### config.mk
export PLATFORM = sky130hd
export DESIGN_NAME = multichannel_ema_glitch_scanner_flat
export DESIGN_NICKNAME = d
export VERILOG_FILES = /design/src/hdl/mes_pkg.sv /design/src/hdl/mes_ifs.sv /design/src/hdl/mes_cfg_regs.sv /design/src/hdl/mes_update.sv /design/src/hdl/mes_chan_store.sv /design/src/hdl/multichannel_ema_glitch_scanner.sv /design/src/flat_wrapper.sv
export SDC_FILE = /design/constraint.sdc
export NUM_CORES = 2
export LEC_CHECK = 0
export BUFFER_PORTS_ARGS = -buffer_cell sky130_fd_sc_hd__clkbuf_2
export CORE_AREA = 5 5 374 376
export CTS_CLUSTER_DIAMETER = 30
export CTS_CLUSTER_SIZE = 20
export DETAILED_ROUTE_END_ITERATION = 10
export DIE_AREA = 0 0 379 381
export GPL_TIMING_DRIVEN = 0
export PLACE_DENSITY = 0.77
export RECOVER_POWER = 50
export SETUP_SLACK_MARGIN = 0.5
export SYNTH_ARGS = -nofsm -noshare
export SYNTH_HDL_FRONTEND = slang
export SYNTH_SLANG_ARGS = --single-unit
export TNS_END_PERCENT = 100
### constraint.sdc
create_clock -name i_clk -period 11.15 [get_ports i_clk]
set_input_delay 1.115 -clock i_clk [delete_from_list [all_inputs] [get_ports i_clk]]
set_output_delay 1.115 -clock i_clk [all_outputs]
set_load 0.05 [all_outputs]
### src/hdl/mes_pkg.sv
// Shared types and constants for the multichannel EMA glitch scanner.
`default_nettype none

package mes_pkg;

    // Channel count and the width of the channel number.
    localparam int NUM_CHANNELS = 16;
    localparam int CHAN_W       = 4;

    // Configuration port widths.
    localparam int CFG_IDX_W  = 8;
    localparam int CFG_DATA_W = 16;

    // Configuration register indexes.
    localparam logic [CFG_IDX_W-1:0] CFG_SCAN_ENABLE   = 8'd0;
    localparam logic [CFG_IDX_W-1:0] CFG_MIN_GAP_MS    = 8'd1;
    localparam logic [CFG_IDX_W-1:0] CFG_EMA_ALPHA_Q8  = 8'd2;
    localparam logic [CFG_IDX_W-1:0] CFG_OUTLIER_LIMIT = 8'd3;
    localparam logic [CFG_IDX_W-1:0] CFG_CHANNEL_MASK  = 8'd4;

    // Register reset values.
    localparam logic [15:0] RST_MIN_GAP       = 16'd10;
    localparam logic [8:0]  RST_EMA_ALPHA     = 9'd64;
    localparam logic [11:0] RST_OUTLIER_LIMIT = 12'd200;
    localparam logic [15:0] RST_CHANNEL_MASK  = 16'hFFFF;

    // Alpha of 1.0 in Q1.8.
    localparam logic [8:0] ALPHA_ONE = 9'd256;

    // Time stamp width.
    localparam int TIME_W = 32;

    // What happened to the visited channel on one tick.
    typedef enum logic [2:0] {
        ACT_STOPPED  = 3'd0,
        ACT_NOT_DUE  = 3'd1,
        ACT_SKIPPED  = 3'd2,
        ACT_ACCEPTED = 3'd3,
        ACT_REJECTED = 3'd4
    } t_action;

    // Configuration register contents.
    typedef struct packed {
        logic        scan_enable;
        logic [15:0] min_gap_ms;
        logic [8:0]  ema_alpha_q8;
        logic [11:0] outlier_limit;
        logic [15:0] channel_enable_mask;
    } t_cfg;

    // Decision for the channel entry on one tick.
    typedef struct packed {
        t_action action;
        logic    advance;
        logic    write_entry;
        logic    clear_valid;
    } t_upd_ctl;

endpackage : mes_pkg

`default_nettype wire

### src/hdl/mes_ifs.sv
// Handshake interfaces for the sample input, result output and configuration channels.
`default_nettype none

interface mes_in_if #(
    parameter int SAMPLE_BITS = 12
);
    logic                        valid;
    logic                        ready;
    logic [mes_pkg::TIME_W-1:0]  now_ms;
    logic [SAMPLE_BITS-1:0]      sample;

    modport source (output valid, output now_ms, output sample, input ready);
    modport sink   (input valid, input now_ms, input sample, output ready);
endinterface : mes_in_if

interface mes_out_if #(
    parameter int SAMPLE_BITS = 12
);
    logic                     valid;
    logic                     ready;
    logic [3:0]               channel;
    logic [2:0]               action;
    logic [SAMPLE_BITS-1:0]   raw_level;
    logic [SAMPLE_BITS+7:0]   ema_level;
    logic                     reading_valid;

    modport source (output valid, output channel, output action, output raw_level,
                    output ema_level, output reading_valid, input ready);
    modport sink   (input valid, input channel, input action, input raw_level,
                    input ema_level, input reading_valid, output ready);
endinterface : mes_out_if

interface mes_cfg_if;
    logic                            valid;
    logic                            ready;
    logic [mes_pkg::CFG_IDX_W-1:0]   index;
    logic [mes_pkg::CFG_DATA_W-1:0]  data;

    modport source (output valid, output index, output data, input ready);
    modport sink   (input valid, input index, input data, output ready);
endinterface : mes_cfg_if

`default_nettype wire

### src/hdl/mes_cfg_regs.sv
// Configuration register file of the scanner.
`default_nettype none

module mes_cfg_regs (
    input  wire logic     i_clk,
    input  wire logic     i_rst_n,
    mes_cfg_if.sink       i_cfg,
    output mes_pkg::t_cfg o_cfg,
    output logic          o_ptr_clear
);
    import mes_pkg::*;

    t_cfg r_cfg;
    logic wr;

    // Writes are always taken.
    assign i_cfg.ready = 1'b1;
    assign wr          = i_cfg.valid;

    // Turning scanning on restarts the scan at channel zero.
    assign o_ptr_clear = wr && (i_cfg.index == CFG_SCAN_ENABLE) && i_cfg.data[0]
                         && !r_cfg.scan_enable;

    // Register writes by index; unknown indexes are ignored.
    always_ff @(posedge i_clk) begin
        if (!i_rst_n) begin
            r_cfg.scan_enable         <= 1'b0;
            r_cfg.min_gap_ms          <= RST_MIN_GAP;
            r_cfg.ema_alpha_q8        <= RST_EMA_ALPHA;
            r_cfg.outlier_limit       <= RST_OUTLIER_LIMIT;
            r_cfg.channel_enable_mask <= RST_CHANNEL_MASK;
        end else if (wr) begin
            unique case (i_cfg.index)
                CFG_SCAN_ENABLE:   r_cfg.scan_enable         <= i_cfg.data[0];
                CFG_MIN_GAP_MS:    r_cfg.min_gap_ms          <= i_cfg.data;
                CFG_EMA_ALPHA_Q8:  r_cfg.ema_alpha_q8        <= i_cfg.data[8:0];
                CFG_OUTLIER_LIMIT: r_cfg.outlier_limit       <= i_cfg.data[11:0];
                CFG_CHANNEL_MASK:  r_cfg.channel_enable_mask <= i_cfg.data;
                default: begin
                end
            endcase
        end
    end

    assign o_cfg = r_cfg;

endmodule : mes_cfg_regs

`default_nettype wire

### src/hdl/mes_update.sv
// Per-tick decision and EMA arithmetic for the visited channel.
`default_nettype none

module mes_update #(
    parameter int SAMPLE_BITS = 12
) (
    input  wire mes_pkg::t_cfg      i_cfg,
    input  wire logic [3:0]         i_chan,
    input  wire logic [SAMPLE_BITS-1:0] i_sample,
    input  wire logic [SAMPLE_BITS-1:0] i_raw,
    input  wire logic [SAMPLE_BITS+7:0] i_ema,
    input  wire logic [31:0]        i_last_time,
    input  wire logic               i_valid_flag,
    output mes_pkg::t_upd_ctl       o_ctl,
    output logic [SAMPLE_BITS+7:0]  o_new_ema,
    output logic [SAMPLE_BITS-1:0]  o_raw_after,
    output logic [SAMPLE_BITS+7:0]  o_ema_after,
    output logic                    o_valid_after,
    input  wire logic [31:0]        i_now_ms
);
    import mes_pkg::*;

    localparam int EMA_W = SAMPLE_BITS + 8;
    localparam int CMP_W = (EMA_W > 20) ? EMA_W : 20;
    localparam int ACC_W = SAMPLE_BITS + 18;

    logic [31:0]      elapsed;
    logic             due;
    logic [EMA_W-1:0] sq;
    logic [EMA_W-1:0] deviation;
    logic [CMP_W-1:0] thr_q8;
    logic             glitch;
    logic [8:0]       alpha;
    logic [8:0]       alpha_inv;
    logic [ACC_W-1:0] acc;
    logic [EMA_W-1:0] ema_blend;

    // Due test with modulo-2^32 time difference.
    assign elapsed = i_now_ms - i_last_time;
    assign due     = elapsed >= {16'd0, i_cfg.min_gap_ms};

    // Distance of the sample from the EMA, both in Q12.8.
    assign sq        = {i_sample, 8'd0};
    assign deviation = (sq > i_ema) ? (sq - i_ema) : (i_ema - sq);
    assign thr_q8    = CMP_W'({i_cfg.outlier_limit, 8'd0});
    assign glitch    = (i_ema != '0) && (CMP_W'(deviation) > thr_q8);

    // EMA blend, alpha saturated at 1.0 and the result rounded half up.
    assign alpha     = (i_cfg.ema_alpha_q8 > ALPHA_ONE) ? ALPHA_ONE : i_cfg.ema_alpha_q8;
    assign alpha_inv = ALPHA_ONE - alpha;
    assign acc = (ACC_W'(alpha) * ACC_W'(i_sample) << 8)
               + ACC_W'(alpha_inv) * ACC_W'(i_ema)
               + ACC_W'(128);
    assign ema_blend = acc[EMA_W+7:8];

    // A zero EMA marks the first reading, which is taken as it is.
    assign o_new_ema = (i_ema == '0) ? sq : ema_blend;

    // Decide what this tick does with the channel.
    always_comb begin
        o_ctl = '{action: ACT_STOPPED, advance: 1'b0, write_entry: 1'b0,
                  clear_valid: 1'b0};
        if (!i_cfg.scan_enable) begin
            o_ctl.action = ACT_STOPPED;
        end else if (!due) begin
            o_ctl.action = ACT_NOT_DUE;
        end else if (!i_cfg.channel_enable_mask[i_chan]) begin
            o_ctl.action  = ACT_SKIPPED;
            o_ctl.advance = 1'b1;
        end else if (glitch) begin
            o_ctl.action      = ACT_REJECTED;
            o_ctl.advance     = 1'b1;
            o_ctl.clear_valid = 1'b1;
        end else begin
            o_ctl.action      = ACT_ACCEPTED;
            o_ctl.advance     = 1'b1;
            o_ctl.write_entry = 1'b1;
        end
    end

    // Channel contents as they stand after this tick.
    assign o_raw_after   = o_ctl.write_entry ? i_sample : i_raw;
    assign o_ema_after   = o_ctl.write_entry ? o_new_ema : i_ema;
    assign o_valid_after = o_ctl.write_entry ? 1'b1
                         : (o_ctl.clear_valid ? 1'b0 : i_valid_flag);

endmodule : mes_update

`default_nettype wire

### src/hdl/mes_chan_store.sv
// Per-channel state: raw value, EMA, last sample time, valid flag and the scan pointer.
`default_nettype none

module mes_chan_store #(
    parameter int SAMPLE_BITS = 12
) (
    input  wire logic                   i_clk,
    input  wire logic                   i_rst_n,
    input  wire logic                   i_step,
    input  wire logic                   i_ptr_clear,
    input  wire mes_pkg::t_upd_ctl      i_ctl,
    input  wire logic [31:0]            i_now_ms,
    input  wire logic [SAMPLE_BITS-1:0] i_sample,
    input  wire logic [SAMPLE_BITS+7:0] i_new_ema,
    output logic [3:0]                  o_chan,
    output logic [SAMPLE_BITS-1:0]      o_raw,
    output logic [SAMPLE_BITS+7:0]      o_ema,
    output logic [31:0]                 o_last_time,
    output logic                        o_valid_flag
);
    import mes_pkg::*;

    logic [CHAN_W-1:0]      r_ptr;
    logic [SAMPLE_BITS-1:0] r_raw   [NUM_CHANNELS];
    logic [SAMPLE_BITS+7:0] r_ema   [NUM_CHANNELS];
    logic [31:0]            r_time  [NUM_CHANNELS];
    logic [NUM_CHANNELS-1:0] r_valid;

    // Scan pointer: wraps after the last channel, restarts when scanning turns on.
    always_ff @(posedge i_clk) begin
        if (!i_rst_n) begin
            r_ptr <= '0;
        end else if (i_ptr_clear) begin
            r_ptr <= '0;
        end else if (i_step && i_ctl.advance) begin
            r_ptr <= (r_ptr == CHAN_W'(NUM_CHANNELS - 1)) ? '0 : r_ptr + 1'b1;
        end
    end

    // Channel entries, all zero after reset.
    always_ff @(posedge i_clk) begin
        if (!i_rst_n) begin
            for (int i = 0; i < NUM_CHANNELS; i++) begin
                r_raw[i]  <= '0;
                r_ema[i]  <= '0;
                r_time[i] <= '0;
            end
            r_valid <= '0;
        end else if (i_step) begin
            if (i_ctl.write_entry) begin
                r_raw[r_ptr]   <= i_sample;
                r_ema[r_ptr]   <= i_new_ema;
                r_time[r_ptr]  <= i_now_ms;
                r_valid[r_ptr] <= 1'b1;
            end else if (i_ctl.clear_valid) begin
                r_valid[r_ptr] <= 1'b0;
            end
        end
    end

    // Entry of the channel the pointer selects.
    assign o_chan       = r_ptr;
    assign o_raw        = r_raw[r_ptr];
    assign o_ema        = r_ema[r_ptr];
    assign o_last_time  = r_time[r_ptr];
    assign o_valid_flag = r_valid[r_ptr];

endmodule : mes_chan_store

`default_nettype wire

### src/hdl/multichannel_ema_glitch_scanner.sv
// An accepted item waits in the input register and moves on to the output register
// when the latter is free or being emptied. Throughput: one item per cycle unless the
// output stalls; the channel entry is read, updated and written back as the item
// moves on, and input ready drops only while both registers are full.
// Reset (synchronous, active low) clears the handshake state, the scan pointer, all
// channel entries and loads the configuration registers with their defaults.
`default_nettype none

module multichannel_ema_glitch_scanner #(
    parameter int SAMPLE_BITS = 12
) (
    input  wire logic i_clk,
    input  wire logic i_rst_n,
    mes_in_if.sink    i_in,
    mes_out_if.source o_out,
    mes_cfg_if.sink   i_cfg
);
    import mes_pkg::*;

    t_cfg     cfg;
    logic     ptr_clear;
    t_upd_ctl ctl;
    logic     step;

    logic                   r_in_vld;
    logic [31:0]            r_now_ms;
    logic [SAMPLE_BITS-1:0] r_sample;

    logic                   r_out_vld;
    logic [3:0]             r_chan;
    t_action                r_action;
    logic [SAMPLE_BITS-1:0] r_raw;
    logic [SAMPLE_BITS+7:0] r_ema;
    logic                   r_valid_flag;

    logic [3:0]             chan;
    logic [SAMPLE_BITS-1:0] st_raw;
    logic [SAMPLE_BITS+7:0] st_ema;
    logic [31:0]            st_time;
    logic                   st_valid;
    logic [SAMPLE_BITS+7:0] new_ema;
    logic [SAMPLE_BITS-1:0] raw_after;
    logic [SAMPLE_BITS+7:0] ema_after;
    logic                   valid_after;

    // Configuration registers.
    mes_cfg_regs u_cfg (
        .i_clk       (i_clk),
        .i_rst_n     (i_rst_n),
        .i_cfg       (i_cfg),
        .o_cfg       (cfg),
        .o_ptr_clear (ptr_clear)
    );

    // The held item moves on whenever the output register is free or being emptied.
    assign step       = r_in_vld && (!r_out_vld || o_out.ready);
    assign i_in.ready = !r_in_vld || step;

    // Input register.
    always_ff @(posedge i_clk) begin
        if (!i_rst_n) begin
            r_in_vld <= 1'b0;
        end else if (i_in.ready) begin
            r_in_vld <= i_in.valid;
        end
    end

    always_ff @(posedge i_clk) begin
        if (i_in.valid && i_in.ready) begin
            r_now_ms <= i_in.now_ms;
            r_sample <= i_in.sample;
        end
    end

    // Channel state and scan pointer.
    mes_chan_store #(.SAMPLE_BITS(SAMPLE_BITS)) u_store (
        .i_clk        (i_clk),
        .i_rst_n      (i_rst_n),
        .i_step       (step),
        .i_ptr_clear  (ptr_clear),
        .i_ctl        (ctl),
        .i_now_ms     (r_now_ms),
        .i_sample     (r_sample),
        .i_new_ema    (new_ema),
        .o_chan       (chan),
        .o_raw        (st_raw),
        .o_ema        (st_ema),
        .o_last_time  (st_time),
        .o_valid_flag (st_valid)
    );

    // Decision and EMA update for the visited channel.
    mes_update #(.SAMPLE_BITS(SAMPLE_BITS)) u_update (
        .i_cfg         (cfg),
        .i_chan        (chan),
        .i_sample      (r_sample),
        .i_raw         (st_raw),
        .i_ema         (st_ema),
        .i_last_time   (st_time),
        .i_valid_flag  (st_valid),
        .o_ctl         (ctl),
        .o_new_ema     (new_ema),
        .o_raw_after   (raw_after),
        .o_ema_after   (ema_after),
        .o_valid_after (valid_after),
        .i_now_ms      (r_now_ms)
    );

    // Output register.
    always_ff @(posedge i_clk) begin
        if (!i_rst_n) begin
            r_out_vld <= 1'b0;
        end else if (step) begin
            r_out_vld <= 1'b1;
        end else if (o_out.ready) begin
            r_out_vld <= 1'b0;
        end
    end

    always_ff @(posedge i_clk) begin
        if (step) begin
            r_chan       <= chan;
            r_action     <= ctl.action;
            r_raw        <= raw_after;
            r_ema        <= ema_after;
            r_valid_flag <= valid_after;
        end
    end

    assign o_out.valid         = r_out_vld;
    assign o_out.channel       = r_chan;
    assign o_out.action        = r_action;
    assign o_out.raw_level     = r_raw;
    assign o_out.ema_level     = r_ema;
    assign o_out.reading_valid = r_valid_flag;

endmodule : multichannel_ema_glitch_scanner

`default_nettype wire

### src/flat_wrapper.sv
// flat-port wrapper written by rule: the top's interface ports become plain ports
module multichannel_ema_glitch_scanner_flat import mes_pkg::*;
#(
    parameter int SAMPLE_BITS = 12
)
  (i_clk, i_rst_n, i_in_valid, i_in_now_ms, i_in_sample, i_in_ready, o_out_valid, o_out_channel, o_out_action, o_out_raw_level, o_out_ema_level, o_out_reading_valid, o_out_ready, i_cfg_valid, i_cfg_index, i_cfg_data, i_cfg_ready);
  mes_in_if #(.SAMPLE_BITS(SAMPLE_BITS)) i_in_i ();
  mes_out_if #(.SAMPLE_BITS(SAMPLE_BITS)) o_out_i ();
  mes_cfg_if i_cfg_i ();
  input  wire logic i_clk;
  input  wire logic i_rst_n;
  input wire logic [$bits(i_in_i.valid)-1:0] i_in_valid;
  input wire logic [$bits(i_in_i.now_ms)-1:0] i_in_now_ms;
  input wire logic [$bits(i_in_i.sample)-1:0] i_in_sample;
  output wire logic [$bits(i_in_i.ready)-1:0] i_in_ready;
  output wire logic [$bits(o_out_i.valid)-1:0] o_out_valid;
  output wire logic [$bits(o_out_i.channel)-1:0] o_out_channel;
  output wire logic [$bits(o_out_i.action)-1:0] o_out_action;
  output wire logic [$bits(o_out_i.raw_level)-1:0] o_out_raw_level;
  output wire logic [$bits(o_out_i.ema_level)-1:0] o_out_ema_level;
  output wire logic [$bits(o_out_i.reading_valid)-1:0] o_out_reading_valid;
  input wire logic [$bits(o_out_i.ready)-1:0] o_out_ready;
  input wire logic [$bits(i_cfg_i.valid)-1:0] i_cfg_valid;
  input wire logic [$bits(i_cfg_i.index)-1:0] i_cfg_index;
  input wire logic [$bits(i_cfg_i.data)-1:0] i_cfg_data;
  output wire logic [$bits(i_cfg_i.ready)-1:0] i_cfg_ready;
  assign i_in_i.valid = i_in_valid;
  assign i_in_i.now_ms = i_in_now_ms;
  assign i_in_i.sample = i_in_sample;
  assign i_in_ready = i_in_i.ready;
  assign o_out_valid = o_out_i.valid;
  assign o_out_channel = o_out_i.channel;
  assign o_out_action = o_out_i.action;
  assign o_out_raw_level = o_out_i.raw_level;
  assign o_out_ema_level = o_out_i.ema_level;
  assign o_out_reading_valid = o_out_i.reading_valid;
  assign o_out_i.ready = o_out_ready;
  assign i_cfg_i.valid = i_cfg_valid;
  assign i_cfg_i.index = i_cfg_index;
  assign i_cfg_i.data = i_cfg_data;
  assign i_cfg_ready = i_cfg_i.ready;
  multichannel_ema_glitch_scanner #(.SAMPLE_BITS(SAMPLE_BITS)) u_core (.i_clk(i_clk), .i_rst_n(i_rst_n), .i_in(i_in_i), .o_out(o_out_i), .i_cfg(i_cfg_i));
endmodule
* Yosys cells after proc, flatten, opt, wreduce, memory -nomap -nowiden *
Memories as Yosys holds them, arrays and structs flattened. A register that Yosys moved wholly into a read port is not among the register bits.
Index checks and enable logic that the tools add are counted.
Widths: inputs -> output; s select.

word-level totals
  flip-flop bits (word level) = 160
  RAM bits = 1024
  output and inout bits = 43
  word-level logic and storage cells = 120
  memories = 3

memories
  name                   depth  width  read ports  clocked after Yosys merged registers in  write ports  line                  source
  u_core.u_store.r_time  16     32     1           1                                        16           mes_chan_store.sv:26  logic [31:0] r_time [NUM_CHANNELS];
  u_core.u_store.r_ema   16     20     1           1                                        16           mes_chan_store.sv:25  logic [SAMPLE_BITS+7:0] r_ema [NUM_CHANNELS];
  u_core.u_store.r_raw   16     12     1           1                                        16           mes_chan_store.sv:24  logic [SAMPLE_BITS-1:0] r_raw [NUM_CHANNELS];

operators by class
  add/sub/neg operators = 7
  $mul = 2
  order comparisons = 6
  equality and inequality tests = 5
  muxes and demuxes = 45
  bitwise gates (word level) = 4
  reductions and logical operators = 30

operators by type and width
  operator               number
  $mux 20                4
  $mux 4                 11
  $gt 20x20->1           2
  $sub 20x20->20         2
  $ge 32x16->1           1
  $mux 16                2
  $mux 32                1
  $reduce_or 32->1       1
  $sub 32x32->32         1
  $add 28x28->28         1
  $add 28x8->28 const B  1
  $mul 9x20->28          1
  $mux 12                2
  $logic_not 20->1       1
  $mul 9x12->20          1
  $reduce_bool 20->1     1
  $reduce_or 20->1       1
  $mux 1                 17
  $and 16x16->16         1
  $eq 8x2->1 const B     2
  $not 16->16            1
  $or 16x16->16          1
  $reduce_and 2->1       7
  $reduce_or 12->1       1
  other kinds (21)       35

* Logic depth before layout (Yosys ltp) *
  depth in word-level cells = 14
  depth in mapped cells = 35

* Modules after synthesis *
A second synthesis with hierarchy kept.

unflattened totals
  cell total of the unflattened synthesis = 4959
  area total of the unflattened synthesis = 65170.0 µm²

modules (own cells, without submodules)
  module                           instances  cells each  area each (µm²)  sequential area each (µm²)
  mes_chan_store                   1          2938        46703.5          31230.0
  mes_update                       1          1704        13605.5          0.0
  multichannel_ema_glitch_scanner  1          93          2626.3           2562.5
  mes_cfg_regs                     1          224         2234.6           1081.0

* Worst setup path before layout *
No wires, ideal clock.

  kind = register to register
  start point = register with a tool-made name
  end point = memory u_core.u_store.r_ema[0][0] (netlist bit), enable pin
  setup time = 0.574 ns
  arrival = 11.398 ns
  required time = 10.576 ns
  slack = -0.822 ns
  stages on the path, launching flop included = 33
  path buffers = 8
  period minus slack after synthesis = 11.972 ns
  cells stage by stage = dfxtp_1 buf_6 buf_6 buf_6 buf_6 buf_2 buf_1 buf_1 mux4_2 mux4_2 inv_1 ha_1 a21oi_1 nor2_1 or2_2 and2_1 o21ai_0 nor2b_1 o21bai_1 a21oi_1 xnor2_1 ha_1 nand4_1 nor3_1 a21oi_1 o311ai_0 a31oi_1 nand4_1 nor4_1 nand4_4 nand4_1 clkbuf_1 o21ai_0

RTL lines
  what              line
  end: declaration  mes_chan_store.sv:25

==> metrics.md <==
| Metric | Value |
|---|---|
| Critical Path Slowest Stage Cell | `clkbuf_1` |
| Tcrit/Tclk final | `a little over nine tenths` |
| Post-DP HPWL | `~140,000 um` |
| FFs w/ async S/R, synth | `0%` |
| CP peak stage delay | `between 0.9 and 1 ns` |
| #FFs+latches synth | `about 1,200` |
| Number of cell rows | `136` |
| DP Area | `slightly below 0.07 mm^2` |
| # clock sinks | `1,188` |
| Final nets | `roughly 5,900` |
| Ys Warns | `0` |
| Leakage | `27.69 nW` |
| Clock latency on the worst-skew pair | `~0.85 ns` |
| Post-layout min period | `approximately 11 ns` |
| Critical Path End | `u_core.u_store.r_raw[8][10]` |
| Setup slack, reg-to-reg | `between 0.5 and 0.6 ns` |
| Via/cell ratio | `between 6 and 7` |
| CP Class | `reg2reg` |
| Share of layout cells above drive strength 1 | `around 18%` |
| Crit. End Element | `flip-flop` |
| Total wire length | `about 210,000 um` |
| Register area share after synthesis | `54.86%` |
| Int Pwr | `0.009340 W` |
| Fill count | `10,630` |
| Worst r2r dst | `u_core.u_store.r_raw[8][10]` |
| Clock power frac | `just over 50%` |
| Setup TNS | `0 ns` |
| RSZ-0062 raised after global routing | `false` |
| Final Hold Fails | `0` |
| Final worst slack | `~0.58 ns` |
| P&R area growth vs syn | `17.51%` |
| Num CTS Buffers | `between 200 and 250` |
| Register Area | `approximately 0.035 mm^2` |
| VDD IR max | `0.1646 mV` |
| Initial core utilization | `46.58%` |
| Most Frequent Cell on Critical Path | `buf_2` |
| Reg clk slew, reported paths | `around 0.06 ns` |
| WL/cell | `27.91 um` |
| Initial antenna violation count | `11` |
| Iteration-0 DRC Markers | `a little under 7,000` |
| Sw Ratio | `25.41%` |
| Cell area after synthesis | `approximately 0.064 mm^2` |
| Global-route wire length before repair | `about 300,000 um` |
| Failing checks | `capacitance limit, slew limit` |
| Worst hold path type | `in2reg` |
| Netlist cell types | `80` |
| Dpl cells | `~7,000` |
| Seq pwr share | `around two fifths` |
| Clock root buffer | `clkbuf_16` |
| Total grt overflow | `0` |
| Max-slew headroom | `-164.2%` |
| IO Port Bufs | `~110` |
| Min-Delay Startpoint | `i_in_now_ms[27]` |
| Design area | `0.07470 mm^2` |
| Largest net degree at the start of global routing | `50` |
| Outcome | `complete, but fails checks` |
| Gate Count Post-Synth | `slightly above 5,000` |
| Max-slew violation count | `95` |
| Comb power frac | `8.2%` |
| CTS tree | `done` |
| Place WS | `-1.039 ns` |
| Worst Tran Pin Value | `just under 4 ns` |
| Syn Nets | `~5,500` |
| H-tree levels | `4` |
| CP Data Required Time | `about 12 ns` |
| Drt pass-1 iters | `7` |
| Avg Inst Size Synth | `12.62 um^2` |
| R2r worst-path depth | `32` |
| Post-synth EDFFs | `around 1,100` |
| Overall routing resource usage | `between 20% and 30%` |
| DR DRC count | `0` |
| Max Freq | `approximately 95 MHz` |
| Worst EP arrival | `~11 ns` |
| Setup Skew | `slightly below 0.09 ns` |
| Gpl congestion | `0.9686` |
| Total die area | `about 0.14 mm^2` |
| Switch Pwr | `roughly 0.0032 W` |
| Multi-input logic area | `approximately 0.026 mm^2` |
| IO Count | `approximately 120` |
| Detail Route Antenna Nets | `0` |
| Post-synth top flop | `edfxtp_1` |
| Critical path peak fanout | `10` |
| Floorplan Core Area | `about 0.14 mm^2` |
| Setup violators final | `0` |
| Max cap viols | `2` |
| Fin cells | `around 7,400` |
| Die width | `between 300 and 400 um` |
| Routed via count | `46,150` |
| Fin util | `a little over half` |
| Clock buffer depth | `3` |
| Vias in the first global route | `between 40,000 and 50,000` |
| Pwr Density | `around 170 mW/mm^2` |
| DIE HEIGHT | `381 um` |
| CP Launch Type | `flip-flop` |
[critical path: cells and delay by family (launching register included)]
family	cells	cell delay, ns
AO/OA/AOI/OAI	11	2.17
multiplexers	2	0.90
flip-flops	1	0.32
XOR/XNOR	1	0.14
AND/OR/NAND/NOR	7	1.76
adder cells (fa/ha/maj)	2	0.53
buffers and inverters	9	4.40
[worst min path at each step]
stage,endpoint,cells past startpoint
after global routing,u_core.r_now_ms[23],1
after CTS,u_core.r_now_ms[23],1
after detailed placement,u_core.u_cfg.o_cfg[2],2
final,u_core.r_now_ms[27],1
after global placement,u_core.u_cfg.o_cfg[15],2
after floorplan,u_core.u_cfg.o_cfg[13],2
[per-layer routing]
layer | up-vias | wire, um | GRT usage [%] | share of wire, %
li1 | 18650 | - | - | -
met1 | 22570 | 68040 | 35.03 | 33
met2 | 3979 | 93000 | 43.48 | 45
met3 | 949 | 30770 | 10.07 | 15
met4 | 10 | 14280 | 16.55 | 6.9
met5 | - | 66 | 0 | 0.032
[power by group through the flow]
stage	sequential, W	combinational [W]	clock, W
3_3_place_gp	0.00522	0.000908	0
5_1_grt	0.00509	0.00108	0.00664
6_report	0.00509	0.00103	0.00641
2_1_floorplan	0.00518	0.000584	0
4_1_cts	0.00508	0.000996	0.00640
3_5_place_dp	0.00516	0.000977	0
[placed cells by master, fill, tap and decap left out, types with 91 or more instances in the layout]
cell type	instances
ha_1	168
fa_1	217
nor2_1	1067
clkbuf_1	252
nor3_1	165
edfxtp_1	1108
clkbuf_16	202
a21oi_1	91
inv_1	358
mux4_2	314
clkbuf_2	91
nand2_1	435
[Yosys cell counts (49+ instances only)]
cell      instances  area [um^2]
nor3_1          165        825.8
inv_1           358         1344
dfxtp_1          80         1602
mux2i_1          49        490.5
ha_1            168         2102
nor2_1         1067         4005
clkbuf_1        175        656.9
fa_1            217         4344
mux4_2          314         7072
nand3_1          59        295.3
edfxtp_1       1108        33270
and2_1           61        381.6
o21ai_0          61        305.3
buf_2            79        395.4
a21oi_1          92        460.4
xnor2_1          51        446.7
nand2_1         435         1633
[through the flow]
stage | total power, W | hold slack (ns)
floorplan | 0.005760 | 0.4351
global placement | 0.006127 | 0.4464
detailed placement | 0.006137 | 0.4534
CTS | 0.01248 | 0.4038
global route | 0.01281 | 0.4264
finish | 0.01252 | 0.4494
[registers in the layout, summed over array words and instances (netlist names), 4 cells and up, named ones only]
register	count
u_core.u_store.r_ema	320
u_core.o_out.raw_level	12
u_core.u_store.o_chan	4
u_core.o_out.ema_level	20
u_core.o_out.channel	4
u_core.r_now_ms	32
u_core.u_store.r_time	512
u_core.u_cfg.o_cfg	54
u_core.r_sample	12
u_core.u_store.r_raw	192
[logic make-up (layout without fill, tap and decap cells)]
| family | Yosys count | after routing | share of synthesized area [%] |
|---|---|---|---|
| flip-flops | 1188 | 1188 | 54.86 |
| buffers and inverters | 695 | 1249 | 4.743 |
| AND/OR/NAND/NOR | 1946 | 1946 | 13.05 |
| other | 1 | 2 | 0.005899 |
| AO/OA/AOI/OAI | 341 | 341 | 3.529 |
| XOR/XNOR | 82 | 82 | 1.130 |
| multiplexers | 399 | 399 | 12.55 |
| adder cells (fa/ha/maj) | 385 | 385 | 10.14 |
[cell type report]
type                            instances  share of cell area (%)
Sequential cell                      1188                   46.68
Multi-Input combinational cell       3154                   34.54
Clock buffer                          222                   6.894
Tap cell                             1794                   3.005
Clock inverter                        159                   2.645
Timing Repair Buffer                  173                   2.207
Buffer                                331                   2.199
Inverter                              364                   1.829
Antenna cell                            1                0.003350
[timing repair]
item,CTS,global route
gates resized for setup,14,32
endpoints found under the setup margin,1109,1723
pin swaps,3,0
setup buffers,8,0
hold buffers,0,0
Power figures use the tool's default switching activity.
